## src/hdl/assert_macros.svh

```systemverilog
// Assertion macros shared by the RTL of the k-nearest point select block.
// Depends on nothing; files that assert include this header by name.
`ifndef ASSERT_MACROS_SVH
`define ASSERT_MACROS_SVH

// Assert a property on a given clock, disabled while the given reset is low.
`define ASSERT_CLK(label, clk, rst_n, prop, msg) \
  label: assert property (@(posedge clk) disable iff (!rst_n) prop) else $error(msg);

// Assert a property on the default clock and reset of the module.
`define ASSERT(label, prop, msg) \
  `ASSERT_CLK(label, clk_i, rst_ni, prop, msg)

`endif

```

## src/hdl/knps_pkg.sv

```systemverilog
// Shared types, constants and width helpers of the k-nearest point select block.
// Depends on nothing; every other file but assert_macros.svh imports it.
`timescale 1ns / 1ps

package knps_pkg;

  localparam int unsigned NUM_SLOTS_DEF  = 64;
  localparam int unsigned COORD_BITS_DEF = 24;
  localparam int unsigned MAX_PICKS      = 64;
  localparam int unsigned SLOT_IDX_W     = 6;
  localparam int unsigned WANT_W         = 7;
  localparam int unsigned DIST_W         = 50;
  localparam int unsigned RANK_MAX_W     = 64;

  localparam logic [DIST_W-1:0] DIST_MAX = '1;

  typedef enum logic {
    OP_LOAD  = 1'b0,
    OP_QUERY = 1'b1
  } op_e;

  typedef enum logic [1:0] {
    ST_IDLE,
    ST_DIST,
    ST_SCAN,
    ST_EMIT
  } state_e;

  typedef enum logic [1:0] {
    AXIS_X,
    AXIS_Y,
    AXIS_Z
  } axis_e;

  // Broadcast from the sequencer to every cell.
  typedef struct packed {
    logic  clr;
    logic  acc_add;
    axis_e axis;
    logic  mark;
  } cell_ctrl_t;

  // Control part of the running-minimum token that walks the chain.
  typedef struct packed {
    logic live;
    logic have;
    logic more;
  } tok_flags_t;

  function automatic int unsigned idx_width(input int unsigned n);
    return (n > 1) ? $clog2(n) : 1;
  endfunction

  function automatic int unsigned acc_width(input int unsigned cb);
    return (2 * cb + 2 > RANK_MAX_W) ? RANK_MAX_W : 2 * cb + 2;
  endfunction

endpackage

```

## src/hdl/knps_cell.sv

```systemverilog
// One slot cell of the k-nearest point select chain: point, marks, distance unit
// and one stage of the running-minimum chain. Depends on knps_pkg.
`timescale 1ns / 1ps

module knps_cell
  import knps_pkg::*;
#(
  parameter int unsigned NUM_SLOTS  = NUM_SLOTS_DEF,
  parameter int unsigned COORD_BITS = COORD_BITS_DEF,
  parameter int unsigned IDX        = 0
) (
  input  logic                          clk_i,
  input  logic                          rst_ni,
  input  cell_ctrl_t                    ctrl_i,
  input  logic signed [COORD_BITS-1:0]  q_coord_i,
  input  logic [idx_width(NUM_SLOTS)-1:0] mark_idx_i,
  input  logic                          load_en_i,
  input  logic [SLOT_IDX_W-1:0]         load_idx_i,
  input  logic signed [COORD_BITS-1:0]  load_x_i,
  input  logic signed [COORD_BITS-1:0]  load_y_i,
  input  logic signed [COORD_BITS-1:0]  load_z_i,
  input  tok_flags_t                    flags_i,
  input  logic [acc_width(COORD_BITS)-1:0] dist_i,
  input  logic [idx_width(NUM_SLOTS)-1:0]  idx_i,
  output tok_flags_t                    flags_o,
  output logic [acc_width(COORD_BITS)-1:0] dist_o,
  output logic [idx_width(NUM_SLOTS)-1:0]  idx_o
);

  localparam int unsigned IW   = idx_width(NUM_SLOTS);
  localparam int unsigned ACCW = acc_width(COORD_BITS);
  localparam int unsigned SQW  = 2 * COORD_BITS;
  localparam bit WRITABLE      = (IDX < (1 << SLOT_IDX_W));

  logic signed [COORD_BITS-1:0] px_q, py_q, pz_q;
  logic signed [COORD_BITS-1:0] sel_coord;
  logic [COORD_BITS:0]          diff;
  logic [COORD_BITS:0]          diff_abs;
  logic [COORD_BITS-1:0]        mag_d, mag_q;
  logic [SQW-1:0]               sq_d, sq_q;
  logic [ACCW:0]                sum;
  logic [ACCW-1:0]              acc_d, acc_q;
  logic                         valid_d, valid_q;
  logic                         chosen_d, chosen_q;
  logic                         wr_hit;
  logic                         cand;
  logic                         take_own;
  tok_flags_t                   flags_d, flags_q;
  logic [ACCW-1:0]              dist_d, dist_q;
  logic [IW-1:0]                idx_d, idx_q;

  assign wr_hit = load_en_i && WRITABLE && (load_idx_i == SLOT_IDX_W'(IDX));

  // Axis distance: magnitude of the difference, then its square, then accumulate.
  always_comb begin
    case (ctrl_i.axis)
      AXIS_X:  sel_coord = px_q;
      AXIS_Y:  sel_coord = py_q;
      AXIS_Z:  sel_coord = pz_q;
      default: sel_coord = px_q;
    endcase
    diff     = {sel_coord[COORD_BITS-1], sel_coord} - {q_coord_i[COORD_BITS-1], q_coord_i};
    diff_abs = diff[COORD_BITS] ? (~diff + 1'b1) : diff;
    mag_d    = diff_abs[COORD_BITS-1:0];
    sq_d     = SQW'(mag_q) * SQW'(mag_q);
    sum      = {1'b0, acc_q} + (ACCW + 1)'(sq_q);
    if (ctrl_i.clr) begin
      acc_d = '0;
    end else if (ctrl_i.acc_add) begin
      acc_d = sum[ACCW] ? '1 : sum[ACCW-1:0];
    end else begin
      acc_d = acc_q;
    end
  end

  // Running minimum: strict less keeps the lower index on ties.
  always_comb begin
    cand     = valid_q && !chosen_q;
    take_own = cand && (!flags_i.have || (acc_q < dist_i));
    flags_d.live = flags_i.live;
    flags_d.have = flags_i.have || cand;
    flags_d.more = flags_i.more || (flags_i.have && cand);
    dist_d   = take_own ? acc_q : dist_i;
    idx_d    = take_own ? IW'(IDX) : idx_i;
    valid_d  = valid_q || wr_hit;
    if (ctrl_i.clr) begin
      chosen_d = 1'b0;
    end else if (ctrl_i.mark && (mark_idx_i == IW'(IDX))) begin
      chosen_d = 1'b1;
    end else begin
      chosen_d = chosen_q;
    end
  end

  always_ff @(posedge clk_i or negedge rst_ni) begin
    if (!rst_ni) begin
      valid_q  <= 1'b0;
      chosen_q <= 1'b0;
      flags_q  <= '0;
    end else begin
      valid_q  <= valid_d;
      chosen_q <= chosen_d;
      flags_q  <= flags_d;
    end
  end

  always_ff @(posedge clk_i) begin
    if (wr_hit) begin
      px_q <= load_x_i;
      py_q <= load_y_i;
      pz_q <= load_z_i;
    end
    mag_q  <= mag_d;
    sq_q   <= sq_d;
    acc_q  <= acc_d;
    dist_q <= dist_d;
    idx_q  <= idx_d;
  end

  assign flags_o = flags_q;
  assign dist_o  = dist_q;
  assign idx_o   = idx_q;

endmodule

```

## config.mk

```make
export PLATFORM = sky130hd
export DESIGN_NAME = knps_cell
export DESIGN_NICKNAME = d
export VERILOG_FILES = /design/src/hdl/assert_macros.svh /design/src/hdl/knps_pkg.sv /design/src/hdl/knps_cell.sv
export SDC_FILE = /design/constraint.sdc
export NUM_CORES = 2
export LEC_CHECK = 0
export BUFFER_PORTS_ARGS = -buffer_cell sky130_fd_sc_hd__buf_2
export CAP_MARGIN = 20
export CORE_UTILIZATION = 55
export DETAILED_ROUTE_END_ITERATION = 12
export PLACE_DENSITY = 0.77
export RECOVER_POWER = 100
export REMOVE_ABC_BUFFERS = 1
export SYNTH_ARGS = -nofsm -noshare
export SYNTH_HDL_FRONTEND = slang
export SYNTH_SLANG_ARGS = --single-unit
```

## constraint.sdc

```tcl
create_clock -name clk_i -period 14.95 [get_ports clk_i]
set_clock_uncertainty 0.2 [all_clocks]
set_input_delay 2.99 -clock clk_i [delete_from_list [all_inputs] [get_ports clk_i]]
set_output_delay 2.99 -clock clk_i [all_outputs]
set_load 0.02 [all_outputs]
```

==> qor.yml <==
synth:
  synth-async-reset-ratio_pct: 1.969
  synth-seq-area-share_pct: 19.50
  synth.avg_cell_area_um2: 9.315
  mappedNetlistArea_um2: 29900
  synthFlopType: "dfxtp_1"
  synth_cells: 3210
  synth_cell_type_count: 76
  synth-edff-count: 72
  synth_seq_cells: 254
  synth_warnings: 0
placed_design:
  hpwlAfterDp_mm: 52.39
  place_inst: 4053
  finalWeightedCongestion: 0.9419
  port_buffers: 233
clock_tree:
  cts_made_buffers: 29
  cts-hold-fix-buffers: 0
  postCtsResizedCells: 0
  cts_tree: "built"
  htree_levels: 1
  clk_pin_slew_ps: 60
  cts_root_buf: "clkbuf_16"
  cts_max_path_buffers: 3
  cts_setup_buffers: 0
  worstSkewPairLatency_ps: 590
  clock-sinks: 254
grt:
  grt_start_max_net_pins: 74
  grt_pass1_wl_mm: 110.1
  grt_util_all_layers_pct: 24.23
  grt_overflow_total: 0
  grt_pass1_vias: 22766
  antenna_found_initial: 1
timing:
  hold_viol: 0
  timing.fmax_ghz: 0.1182
  maxSlewHeadroom_pct: -167.7
  rsz0062_at_grt: "false"
  worst_pin_slew_ps: 4015
  finalCritPeriodShare_pct: 56.59
  final_max_slew_viol_count: 228
  tns_ps: 0
  setup_viol: 0
  min_period_ps: 8460
worst_setup_path:
  path_delay_family: "simple AND/OR/NAND/NOR gates"
  arrival_ps: 8720
  slowest_delay_ps: 1190
  cp_max_fo: 48
  critPathCaptureType: "flip-flop"
  critPathKind: "input pin to flip-flop"
  crit_path_top_delay_cell: "clkbuf_1"
  start_kind: "input pin"
  crit_required_ps: 15210
  cp_cell_sequence: "clkbuf_1 > inv_1 > ha_1 > clkbuf_1 > o21ai_0 > ha_1 > and2b_2 > o22a_2 > a221oi_1 > xnor2_1 > or4b_1 > nor4_1 > nand4_1 > o31ai_1 > xnor2_1"
  critPathBufInv: 3
finish:
  nets: 4298
  fin_cells: 4107
  final_cell_mix: "inv_1 (738), fa_1 (433), ha_1 (302), nand2_1 (258), dfxtp_1 (177)"
  areaGrowthSynthToFinish_pct: 8.917
  antenna_cells: 0
  drive_above_1_share_pct: 9.000
  final_common_cell: "inv_1"
floorplan:
  dieArea_um2: 55300
  io_pins: 234
  rows: 85
  die_y_um: 235.2
  initial_utilization_pct: 55.57
  core_um2: 53810
  fp.dieW_um: 235.2
outcome:
  violations: "capacitance limit, slew limit"
  outcome: "complete, but fails checks"
route:
  drtIter0Drc: 1142
  firstDrtPassIters: 6
  num_vias: 21929
  wl_per_cell_um: 15.80
  drt-total-wl_mm: 64.87
  drc_errors: 0
  viasPerCell: 5.339
  ant_nets: 0
worst_hold_path:
  hold_class: "flip-flop to flip-flop"
job:
  maxCapViolations: 4
worst register-to-register path: stages (launching register included):
cell      delay (ps)
dfxtp_1         1080
nand2_1          230
fa_1             570
inv_1             50
fa_1             500
inv_1             50
fa_1             510
fa_1             520
inv_1             50
fa_1             460
fa_1             540
inv_1             50
fa_1             520
inv_1             40
ha_1             370
nand4_1          150
nor2_1           200
and3_1           180
o31ai_1          110
a21boi_0         520
a21oi_1          210
o21ai_0          490
a31oi_1          180
o21a_1           210
a211oi_1         220
final timing paths:
path                       startpoint    endpoint  slack (ps)  cells past startpoint
setup / recovery            ctrl_i[1]   mag_q[23]        6490                     15
hold / removal                valid_q     valid_q         300                      1
setup reg to reg            mag_q[12]    sq_q[47]        6630                     24
hold reg to reg               valid_q     valid_q         300                      1
max in group asynchronous      rst_ni  flags_o[0]       12320                      1
min in group asynchronous      rst_ni     valid_q        2040                      1
cells in the mapped netlist, drive strengths merged, types with 6 or more instances:
| cell type | instances | area (um2) |
|---|---|---|
| nand2b | 20 | 125.1 |
| and2 | 118 | 738.2 |
| xnor2 | 83 | 727.0 |
| a21oi | 127 | 635.6 |
| o211ai | 13 | 102.6 |
| o21a | 10 | 75.07 |
| nand3 | 20 | 100.1 |
| nand4 | 29 | 181.4 |
| a211oi | 60 | 455.4 |
| buf | 9 | 48.80 |
| a22oi | 24 | 180.2 |
| mux2 | 51 | 574.3 |
| nor2b | 14 | 87.58 |
| inv | 738 | 2770 |
| edfxtp | 72 | 2162 |
| nand2 | 258 | 968.4 |
| o21ai | 95 | 475.5 |
| dfxtp | 177 | 3543 |
| clkbuf | 97 | 364.1 |
| o21bai | 13 | 97.59 |
| nor4 | 6 | 67.56 |
| a31oi | 19 | 118.9 |
| a21o | 88 | 660.6 |
| o31ai | 13 | 97.59 |
| fa | 433 | 8668 |
| or2 | 6 | 37.54 |
| xor2 | 57 | 499.2 |
| nor3 | 24 | 120.1 |
| nor2 | 137 | 514.2 |
| ha | 302 | 3779 |
| and3 | 18 | 113.9 |
sequential cells by signal, indices dropped and copies added, names as in the netlist:
name,cells
idx_o,6
dist_o,50
chosen_q,1
mag_q,24
px_q,24
py_q,24
acc_q,50
pz_q,24
sq_q,47
valid_q,1
flags_o,3
stage by stage:
step	setup slack [ps]	util (%)	instance area (um2)	hold WS, ps
5_1_grt	5976	60.52	32570	337.4
3_3_place_gp	6926	58.90	31700	255.1
2_1_floorplan	3433	-	29490	240.7
3_5_place_dp	6680	58.90	31700	281.3
4_1_cts	6670	60.80	32720	294.9
6_report	6490	60.52	32570	295.7
per-layer routing:
layer | vias up | track usage, % | part of all wire, %
met5 | - | 0 | 0
met4 | 0 | 5.203 | 2.0
li1 | 10598 | - | -
met2 | 769 | 40.90 | 47
met3 | 106 | 4.233 | 7.4
met1 | 10456 | 32.69 | 44
final cells by class:
type / instances / area [um2]
clock buffers: 34 / 764.5
repair buffers: 253 / 1219
well taps: 696 / 870.8
multi-input cells: 2112 / 20860
clock inverters: 20 / 255.2
inverters: 738 / 2770
fillers: 4530 / 21250
flip-flops and latches: 254 / 5831
kinds of logic (layout without fill, tap and decap cells):
group / count (synthesis) / count (layout) / synth area share [%]
flops: 254 / 254 / 19.50
compound gates: 519 / 519 / 11.53
xor+xnor: 140 / 140 / 4.101
fa+ha+maj: 735 / 735 / 41.63
mux: 51 / 51 / 1.921
simple gates: 667 / 667 / 10.68
buf+inv: 844 / 1045 / 10.64
Power is left out: the tool's default activity adds up to more than one toggle a clock period on the data nets, which glitch-free logic cannot reach.
